File: src/design/skt_pkg.sv
// Shared types for the sorted key table: request and status codes, control structs.
`default_nettype none
package skt_pkg;

  localparam int KEY_W = 32;
  localparam int VAL_W = 32;
  localparam int BKT_W = 8;
  localparam logic [BKT_W-1:0] LAST_BUCKET = 8'hFF;

  typedef enum logic [1:0] {
    REQ_ADD      = 2'd0,
    REQ_ADD_UNIQ = 2'd1,
    REQ_SORT     = 2'd2,
    REQ_SEARCH   = 2'd3
  } req_t;

  typedef enum logic [1:0] {
    STS_DONE = 2'd0,
    STS_DUP  = 2'd1,
    STS_FULL = 2'd2,
    STS_MISS = 2'd3
  } status_t;

  typedef enum logic [3:0] {
    S_IDLE,
    S_DISPATCH,
    S_DUP_PRIME,
    S_DUP_RUN,
    S_APPEND,
    S_SRT_RD_I,
    S_SRT_LATCH,
    S_SRT_CMP,
    S_SRT_PLACE,
    S_IDX_PRIME,
    S_IDX_RUN,
    S_SRC_BKT,
    S_SRC_RUN,
    S_RESP
  } state_t;

  typedef struct packed {
    logic    req_load;
    logic    hold_rd;
    logic    mem_wr;
    logic    wr_shift;
    logic    bkt_wr;
    logic    found_cap;
    logic    out_load;
    logic    res_ok;
    status_t res_status;
  } skt_cmd_t;

  typedef struct packed {
    req_t             req_type;
    logic             key_eq;
    logic             key_gt;
    logic [BKT_W-1:0] top_byte;
    logic             out_busy;
  } skt_sts_t;

endpackage
`default_nettype wire

File: src/design/skt_ctrl.sv
// Controller: request sequencing, scan/sort/index counters and result codes.
`default_nettype none
module skt_ctrl import skt_pkg::*; #(
  parameter int CAPACITY = 1024,
  localparam int AW = $clog2(CAPACITY),
  localparam int CW = $clog2(CAPACITY + 1)
) (
  input  wire logic              clk,
  input  wire logic              rst_n,
  input  wire logic              in_valid,
  output logic                   in_rdy,
  input  wire skt_sts_t          sts,
  input  wire logic [AW-1:0]     bkt_start,
  input  wire logic [CW-1:0]     bkt_size,
  output skt_cmd_t               cmd,
  output logic [AW-1:0]          rd_addr,
  output logic [AW-1:0]          wr_addr,
  output logic [BKT_W-1:0]       bkt_idx,
  output logic [AW-1:0]          bkt_wstart,
  output logic [CW-1:0]          bkt_wsize
);

  state_t           state_r, state_nxt;
  logic [CW-1:0]    cnt_r, cnt_nxt;
  logic [CW-1:0]    i_r, i_nxt;
  logic [CW-1:0]    j_r, j_nxt;
  logic [CW-1:0]    n_r, n_nxt;
  logic [BKT_W-1:0] b_r, b_nxt;
  logic             indexed_r, indexed_nxt;
  logic             res_ok_r, res_ok_nxt;
  status_t          res_status_r, res_status_nxt;

  logic [CW-1:0] inc_i, dec_i, inc_j, dec_j, dec2_j, size_eff;

  always_ff @(posedge clk) begin
    if (!rst_n) begin
      state_r      <= S_IDLE;
      cnt_r        <= '0;
      i_r          <= '0;
      j_r          <= '0;
      n_r          <= '0;
      b_r          <= '0;
      indexed_r    <= 1'b0;
      res_ok_r     <= 1'b0;
      res_status_r <= STS_DONE;
    end else begin
      state_r      <= state_nxt;
      cnt_r        <= cnt_nxt;
      i_r          <= i_nxt;
      j_r          <= j_nxt;
      n_r          <= n_nxt;
      b_r          <= b_nxt;
      indexed_r    <= indexed_nxt;
      res_ok_r     <= res_ok_nxt;
      res_status_r <= res_status_nxt;
    end
  end

  assign inc_i    = i_r + CW'(1);
  assign dec_i    = i_r - CW'(1);
  assign inc_j    = j_r + CW'(1);
  assign dec_j    = j_r - CW'(1);
  assign dec2_j   = j_r - CW'(2);
  // bucket memory holds nothing meaningful before the first index build
  assign size_eff = indexed_r ? bkt_size : '0;

  always_comb begin
    state_nxt      = state_r;
    cnt_nxt        = cnt_r;
    i_nxt          = i_r;
    j_nxt          = j_r;
    n_nxt          = n_r;
    b_nxt          = b_r;
    indexed_nxt    = indexed_r;
    res_ok_nxt     = res_ok_r;
    res_status_nxt = res_status_r;
    cmd            = '0;
    cmd.res_ok     = res_ok_r;
    cmd.res_status = res_status_r;
    in_rdy         = 1'b0;
    rd_addr        = i_r[AW-1:0];
    wr_addr        = j_r[AW-1:0];
    bkt_idx        = b_r;
    bkt_wstart     = (n_r != '0) ? j_r[AW-1:0] : '0;
    bkt_wsize      = n_r;

    case (state_r)
      S_IDLE: begin
        in_rdy = 1'b1;
        if (in_valid) begin
          cmd.req_load = 1'b1;
          state_nxt    = S_DISPATCH;
        end
      end
      S_DISPATCH: begin
        i_nxt = '0;
        case (sts.req_type)
          REQ_ADD:      state_nxt = S_APPEND;
          REQ_ADD_UNIQ: state_nxt = S_DUP_PRIME;
          REQ_SORT: begin
            i_nxt = CW'(1);
            if (cnt_r == '0) begin
              res_ok_nxt     = 1'b1;
              res_status_nxt = STS_DONE;
              state_nxt      = S_RESP;
            end else if (cnt_r == CW'(1)) begin
              state_nxt = S_IDX_PRIME;
            end else begin
              state_nxt = S_SRT_RD_I;
            end
          end
          REQ_SEARCH:   state_nxt = S_SRC_BKT;
          default:      state_nxt = S_IDLE;
        endcase
      end
      S_DUP_PRIME: begin
        state_nxt = S_DUP_RUN;
      end
      S_DUP_RUN: begin
        rd_addr = inc_i[AW-1:0];
        if (i_r == cnt_r) begin
          state_nxt = S_APPEND;
        end else if (sts.key_eq) begin
          res_ok_nxt     = 1'b0;
          res_status_nxt = STS_DUP;
          state_nxt      = S_RESP;
        end else begin
          i_nxt = inc_i;
        end
      end
      S_APPEND: begin
        wr_addr = cnt_r[AW-1:0];
        if (cnt_r == CW'(CAPACITY)) begin
          res_ok_nxt     = 1'b0;
          res_status_nxt = STS_FULL;
        end else begin
          cmd.mem_wr     = 1'b1;
          cnt_nxt        = cnt_r + CW'(1);
          res_ok_nxt     = 1'b1;
          res_status_nxt = STS_DONE;
        end
        state_nxt = S_RESP;
      end
      S_SRT_RD_I: begin
        state_nxt = S_SRT_LATCH;
      end
      S_SRT_LATCH: begin
        cmd.hold_rd = 1'b1;
        j_nxt       = i_r;
        rd_addr     = dec_i[AW-1:0];
        state_nxt   = S_SRT_CMP;
      end
      S_SRT_CMP: begin
        // shift the greater entry up one slot and look one further down
        if (sts.key_gt) begin
          cmd.mem_wr   = 1'b1;
          cmd.wr_shift = 1'b1;
          j_nxt        = dec_j;
          rd_addr      = dec2_j[AW-1:0];
          if (j_r == CW'(1)) begin
            state_nxt = S_SRT_PLACE;
          end
        end else begin
          state_nxt = S_SRT_PLACE;
        end
      end
      S_SRT_PLACE: begin
        cmd.mem_wr = 1'b1;
        if (inc_i == cnt_r) begin
          state_nxt = S_IDX_PRIME;
        end else begin
          i_nxt     = inc_i;
          state_nxt = S_SRT_RD_I;
        end
      end
      S_IDX_PRIME: begin
        i_nxt     = '0;
        j_nxt     = '0;
        n_nxt     = '0;
        b_nxt     = '0;
        rd_addr   = '0;
        state_nxt = S_IDX_RUN;
      end
      S_IDX_RUN: begin
        if (i_r < cnt_r && sts.top_byte == b_r) begin
          n_nxt   = n_r + CW'(1);
          i_nxt   = inc_i;
          rd_addr = inc_i[AW-1:0];
        end else begin
          cmd.bkt_wr = 1'b1;
          if (b_r == LAST_BUCKET) begin
            indexed_nxt    = 1'b1;
            res_ok_nxt     = 1'b1;
            res_status_nxt = STS_DONE;
            state_nxt      = S_RESP;
          end else begin
            b_nxt = b_r + BKT_W'(1);
            j_nxt = i_r;
            n_nxt = '0;
          end
        end
      end
      S_SRC_BKT: begin
        i_nxt   = '0;
        j_nxt   = CW'(bkt_start);
        n_nxt   = size_eff;
        rd_addr = bkt_start;
        if (size_eff == '0) begin
          res_ok_nxt     = 1'b0;
          res_status_nxt = STS_MISS;
          state_nxt      = S_RESP;
        end else begin
          state_nxt = S_SRC_RUN;
        end
      end
      S_SRC_RUN: begin
        rd_addr = inc_j[AW-1:0];
        if (sts.key_eq) begin
          cmd.found_cap  = 1'b1;
          res_ok_nxt     = 1'b1;
          res_status_nxt = STS_DONE;
          state_nxt      = S_RESP;
        end else if (sts.key_gt || inc_i == n_r) begin
          res_ok_nxt     = 1'b0;
          res_status_nxt = STS_MISS;
          state_nxt      = S_RESP;
        end else begin
          i_nxt = inc_i;
          j_nxt = inc_j;
        end
      end
      S_RESP: begin
        if (!sts.out_busy) begin
          cmd.out_load = 1'b1;
          state_nxt    = S_IDLE;
        end
      end
      default: state_nxt = S_IDLE;
    endcase
  end

`ifndef ASSERT_OFF
  a_load_free: assert property (@(posedge clk) disable iff (!rst_n)
    cmd.out_load |-> !sts.out_busy)
    else $error("result loaded over a stalled transfer");
  a_cnt_cap: assert property (@(posedge clk) disable iff (!rst_n)
    cnt_r <= CW'(CAPACITY))
    else $error("entry count above capacity");
  a_accept: assert property (@(posedge clk) disable iff (!rst_n)
    (in_rdy && in_valid) |=> state_r == S_DISPATCH)
    else $error("accepted request not dispatched");
  a_sort_j: assert property (@(posedge clk) disable iff (!rst_n)
    state_r == S_SRT_CMP |-> (j_r <= i_r && j_r != '0 && i_r < cnt_r))
    else $error("sort insert position out of range");
`endif

endmodule
`default_nettype wire

File: config.mk
export PLATFORM = sky130hd
export DESIGN_NAME = skt_ctrl
export DESIGN_NICKNAME = d
export VERILOG_FILES = /design/src/design/skt_pkg.sv /design/src/design/skt_ctrl.sv
export SDC_FILE = /design/constraint.sdc
export NUM_CORES = 1
export LEC_CHECK = 0
export BUFFER_PORTS_ARGS = -buffer_cell sky130_fd_sc_hd__buf_4
export CAP_MARGIN = 0
export CORE_UTILIZATION = 45
export CTS_CLUSTER_SIZE = 40
export DETAILED_ROUTE_END_ITERATION = 10
export HOLD_SLACK_MARGIN = 0.05
export PLACE_DENSITY = 0.69
export SLEW_MARGIN = 20
export SYNTH_ARGS = -nofsm -noshare
export SYNTH_HDL_FRONTEND = slang
export SYNTH_SLANG_ARGS = --single-unit
File: constraint.sdc
create_clock -name clk -period 2.7 [get_ports clk]
set_input_delay 0.27 -clock clk [delete_from_list [all_inputs] [get_ports clk]]
set_output_delay 0.27 -clock clk [all_outputs]
set_load 0.1 [all_outputs]
Yosys cells after proc, flatten, opt, wreduce, memory -nomap -nowiden
Cells that the tools add are included.
Widths: inputs -> output; s select.
- register bits after elaboration: 60
- latch bits: 0
- RAM bits: 0
- ROM bits: 0
- bits of input ports: 37
- output and inout bits: 60
- logic and storage cells: 162
- memories: 0
- $add $sub $neg: 8
- $mul: 0
- divide/modulo/power cells: 0
- magnitude comparators: 1
- equality and inequality tests: 44
- shift operators: 0
- mux-type cells: 77
- bitwise gates (word level): 2
- reductions and logical operators: 21
- operator list (kind ; count):
    $mux 11 ; 14
    $pmux 11 s6 ; 2
    $pmux 10 s7 ; 1
    $pmux 4 s14 ; 1
    $mux 4 ; 13
    $add 11x1->11 const B ; 4
    $mux 10 ; 4
    $eq 11x11->1 ; 3
    $pmux 11 s3 ; 1
    $ne 2x2->1 const B ; 16
    $eq 4x4->1 const B ; 6
    $mux 1 ; 23
    $eq 11x1->1 const B ; 2
    $logic_not 11->1 ; 2
    $mux 2 ; 11
    $reduce_bool 6->1 ; 3
    $eq 4x3->1 const B ; 4
    $mux 8 ; 2
    $pmux 4 s4 ; 1
    $pmux 8 s2 ; 1
    $reduce_and 7->1 ; 2
    $ne 3x3->1 const B ; 4
    $pmux 2 s6 ; 1
    $eq 11x11->1 const B ; 1
    26 further kinds ; 31

Logic depth before layout (Yosys ltp)
- depth after elaboration: 6
- depth in mapped cells: 13
- mapped depth without buffers: 10

Worst setup path before layout
Ideal clock, no wire load.
- kind: register -> output
- from: register b_r[6], in the netlist bkt_idx[6]
- to: output port rd_addr[3]
- arrival time: 5919 ps
- required time: 2430 ps
- setup slack: -3489 ps
- stages on the path, launching flop included: 9
- path buffers: 2
- cells stage by stage: dfxtp_1 -> xor2_1 -> nor4_1 -> nand4_1 -> or3_1 -> buf_2 -> and2_0 -> clkbuf_1 -> o311ai_0
- word-level cells in the longest chain between the ends: 4
- RTL lines (what ; line ; source):
    from (decl) ; skt_ctrl.sv:28 ; logic [BKT_W-1:0] b_r, b_nxt;
    from (signal assigned) ; skt_ctrl.sv:52 ; b_r <= b_nxt;
    $eq 8x8->1 ; skt_ctrl.sv:185 ; if (i_r < cnt_r && sts.top_byte == b_r) begin
    $logic_and 1x1->1 ; skt_ctrl.sv:185 ;
    $mux 10 ; skt_ctrl.sv:185 ;
    $pmux 10 s7 ; skt_ctrl.sv:87 ; case (state_r)
    to (decl) ; skt_ctrl.sv:16 ; output logic [AW-1:0] rd_addr,
No other way between the ends.

Worst setup path in the final report
- from: register cnt_r[10]
- to: output port rd_addr[7]
- word-level cells in the longest chain between the ends: 4
- RTL lines (what ; line ; source):
    from (decl) ; skt_ctrl.sv:24 ; logic [CW-1:0] cnt_r, cnt_nxt;
    from (signal assigned) ; skt_ctrl.sv:48 ; cnt_r <= cnt_nxt;
    $lt 11x11->1 ; skt_ctrl.sv:185 ;
    $logic_and 1x1->1 ; skt_ctrl.sv:185 ;
    $mux 10 ; skt_ctrl.sv:185 ;
    $pmux 10 s7 ; skt_ctrl.sv:87 ;
No other way between the ends.

==> impl_metrics.csv <==
group,metric,value,unit
placement,dp_cells,1140,
power_and_ir_drop,switching_share,49.2,%
yosys,ys_async_sr_fraction,0,%
setup_path,worst_ep_required_time,2.43,ns
yosys,syn_inst,804,
yosys,synth.top_cells.by_area,"dfxtp_1, nor2_1, ha_1, xor2_1, xnor2_1",
yosys,synth-main-ff-cell,"dfxtp_1",
yosys,seq_area_frac_synth,20.7,%
setup_path,cp-end-kind,"output port",
yosys,syn_nets,866,
grt,grt_use_met1,47.4,%
yosys,syn_avg_cell_area,7.22,sq um
power_and_ir_drop,peakVddDrop,0.000848,V
placement,dpl.hpwl,18.3,mm
detailed_routing,viasPerCell,6.08,
setup_path,path_class,"register to output port",
power_and_ir_drop,clockPowerShare,18.0,%
grt,grt_util_met2,58.9,%
run_status,outcome,"complete, but fails checks",
die,ios,97,
run_status,violations,"setup timing",
detailed_routing,drc,0,
die,core_area,12600,sq um
yosys,synth_edf_count,0,
die,start_util,46.0,%
yosys,synth.top_cell.area_share,20.7,%
placement,gp_congestion,0.977,
setup_path,startpoint_type,"register",
grt,grt_max_degree,28,
grt,grt_pass1_wl,36.5,mm
timing,finalHoldViolCount,0,
power_and_ir_drop,p_seq_share,15.7,%
timing,setup_viol,10,
clock_tree,path_clk_slew,0.05,ns
power_and_ir_drop,power_density,849,nW/um^2
setup_path,cp_slowest_cell,"or3_4",
clock_tree,cts_tree,"done",
yosys,synth.distinct_cells,71,
die,fp-row-count,41,
yosys,synth_area,5810,sq um
setup_path,crit_fanout,6,
setup_path,slowest_delay,0.42,ns
timing,post-route-period-util,114,%
setup_path,arrival,2.82,ns
grt,grt_pass1_vias,6741,
grt,grt_remaining_overflow,0,
die,dieHeight,116,microns
placement,dp_slack,-0.205,ns
timing,relSlewSlack,59.0,%
layout,fin_cells,1162,
timing,worst_pin_slew,0.614,ns
clock_tree,cts_root_buf,"clkbuf_16",
power_and_ir_drop,p_comb_share,66.3,%
grt,grt.total_usage,36.4,%
timing,min_period,3.09,ns
die,die_w,116,microns
yosys,synth_top_area_cell,"dfxtp_1",
clock_tree,clk_path_buf_depth,2,
detailed_routing,dr_total_vias,7066,
layout,antenna_cells,0,
clock_tree,cts.sink_count,60,
power_and_ir_drop,p_leak,3.58,nW
yosys,ys_seq_elements,60,
detailed_routing,drt_iter0_drc,846,
clock_tree,cts_buffers,9,
detailed_routing,firstDrtPassIters,5,
placement,port_buffers,96,
timing,drv_slew,0,
grt,met3_usage,5.44,%
timing,fmax,0.324,GHz
setup_path,crit_path_cell_trace,"inv_2, ha_4, and3_4, nor4_4, nand4_1, or3_4, and2_4, buf_6, o311ai_4, buf_12",
detailed_routing,drt_wl_total,24.2,mm
detailed_routing,wl_per_cell,20.8,microns
layout,fin_nets,1047,
detailed_routing,ant_nets,0,
job,drv_cap,0,
layout,drive_gt1_share,36.8,%
min_path,hp-class,"input port to register",
timing,rsz0062_at_grt,"true",
layout,areaGrowthSynthToFinish,47.1,%
grt,busiest_layer,"met2",
layout,utilization,67.7,%
yosys,yosys_warnings,0,
timing,clock_skew,0.00987,ns
clock_tree,ctsHtreeMaxLevel,3,
clock_tree,clkLatencyLatePin,0.34,ns
timing,setup_ws,-0.386,ns
power_and_ir_drop,switchingPower,3.57,mW
grt,antenna_found_initial,0,
die,die_area,13400,sq um
power_and_ir_drop,internal_power,3.68,mW
-- routing by layer --
| metal | vias up | wire [microns] |
|---|---|---|
| met4 | 0 | 1060 |
| met1 | 3323 | 10100 |
| met5 | - | 0 |
| li1 | 3274 | - |
| met3 | 82 | 1890 |
| met2 | 387 | 11100 |
-- worst max-delay path: cells and delay by family, from the launching register on --
| kind | cells | cell delay, ns |
|---|---|---|
| AOI/OAI and AO/OA | 1 | 0.29 |
| adders and majority gates | 1 | 0.25 |
| buffers and inverters | 3 | 0.40 |
| and+or+nand+nor | 5 | 1.21 |
| DFF | 1 | 0.33 |
-- synth_stat cells (7+ instances only) --
master and count:
nor2_1 90, nand2_1 72, dfxtp_1 60, o21ai_0 51, a21oi_1 45, clkbuf_1 38
inv_1 37, xor2_1 35, nand3_1 32, xnor2_1 31, ha_1 25, nor3_1 22
and3_1 21, nand4_1 21, and2_1 16, nor4_1 14, a211oi_1 13, buf_2 13
o22ai_1 12, a221oi_1 10, a31oi_1 10, or3_1 10, a22oi_1 9, nor2b_1 7
-- placed cells by master, fill, tap and decap left out, types with 7 or more instances in the layout --
cell type  netlist  final
o22ai_1         12     11
nor4_1          14     10
a31oi_1         10      9
a21oi_1         45     42
nand4_1         21     21
xnor2_1         31     30
nor2b_1          7      7
or3_1           10      8
nor3_1          22     15
o21ai_0         51     39
dfxtp_4          0     11
a22oi_1          9      9
dfxtp_2          0     11
and3_1          21     18
a211oi_1        13     12
clkbuf_16        0     10
nand3_1         32     30
and2_1          16     15
ha_1            25     16
dfxtp_1         60     38
o21ai_2          0      7
buf_4            1    213
ha_4             0      9
inv_1           37     28
buf_12           0     11
a221oi_1        10     10
nand2_1         72     69
xor2_1          35     35
inv_2            1      7
nor2_1          90     84
-- state kept, by name (all words and copies together), names as in the netlist --
| register | flops |
|---|---|
| bkt_idx | 8 |
| res_ok_r | 1 |
| state_r | 4 |
| j_r | 11 |
| indexed_r | 1 |
| bkt_wsize | 11 |
| res_status_r | 2 |
| i_r | 11 |
| cnt_r | 11 |
-- stage by stage --
step	hold WS, ns	TNS, ns	total power, mW	area [sq um]
after floorplan	0.422	-0.972	4.20	6170
after global placement	0.447	-1.84	5.47	7760
after detailed placement	0.467	-3.76	5.51	7760
after CTS	0.186	-2.88	6.99	8330
after global routing	0.207	-4.60	7.59	8540
final	0.192	-3.34	7.25	8540
-- area by class of cell --
cell class | count | area, sq um
clock buffer | 13 | 260
clock inverter | 3 | 68.8
fill | 1109 | 4080
inverter | 38 | 151
multi-input combinational | 644 | 4670
sequential | 60 | 1260
tap | 172 | 215
timing repair buffer | 232 | 1930
-- worst paths after layout --
check | from | to | slack [ns] | cells past startpoint
max | cnt_r[10]$_SDFFE_PN0P_ | rd_addr[7] | -0.39 | 10
min | bkt_size[10] | bkt_wsize[10]$_SDFFE_PN0P_ | 0.19 | 3
max reg2reg | i_r[5]$_SDFFE_PN0P_ | j_r[10]$_SDFFE_PN0P_ | 0.03 | 10
min reg2reg | res_status_r[1]$_SDFFE_PN0P_ | res_status_r[1]$_SDFFE_PN0P_ | 0.47 | 2
-- power groups by stage --
stage | registers [mW] | logic, mW | clock network [mW]
global placement | 1.14 | 4.33 | 0
detailed placement | 1.14 | 4.37 | 0
finish | 1.14 | 4.81 | 1.30
floorplan | 1.07 | 3.13 | 0
CTS | 1.13 | 4.55 | 1.31
global route | 1.15 | 5.09 | 1.35
-- timing repair --
action,CTS,global route
gates cloned,0,1
endpoints found under the setup margin,36,41
hold buffers,0,0
buffers inserted,2,4
pin swaps,7,15
gates resized for setup,55,39
-- logic make-up (layout without fill, tap and decap cells) --
family                     count (synthesis)  in the layout  synth area share, %
AOI/OAI and AO/OA                        204            204                 23.2
xor gates and xnor gates                  73             73                 12.7
adders and majority gates                 25             25                 5.39
buffers and inverters                    100            286                 7.58
DFF                                       60             60                 20.7
muxes                                      8              8                 1.51
and+or+nand+nor                          334            334                 29.0
(Power assumes the default switching activity.)
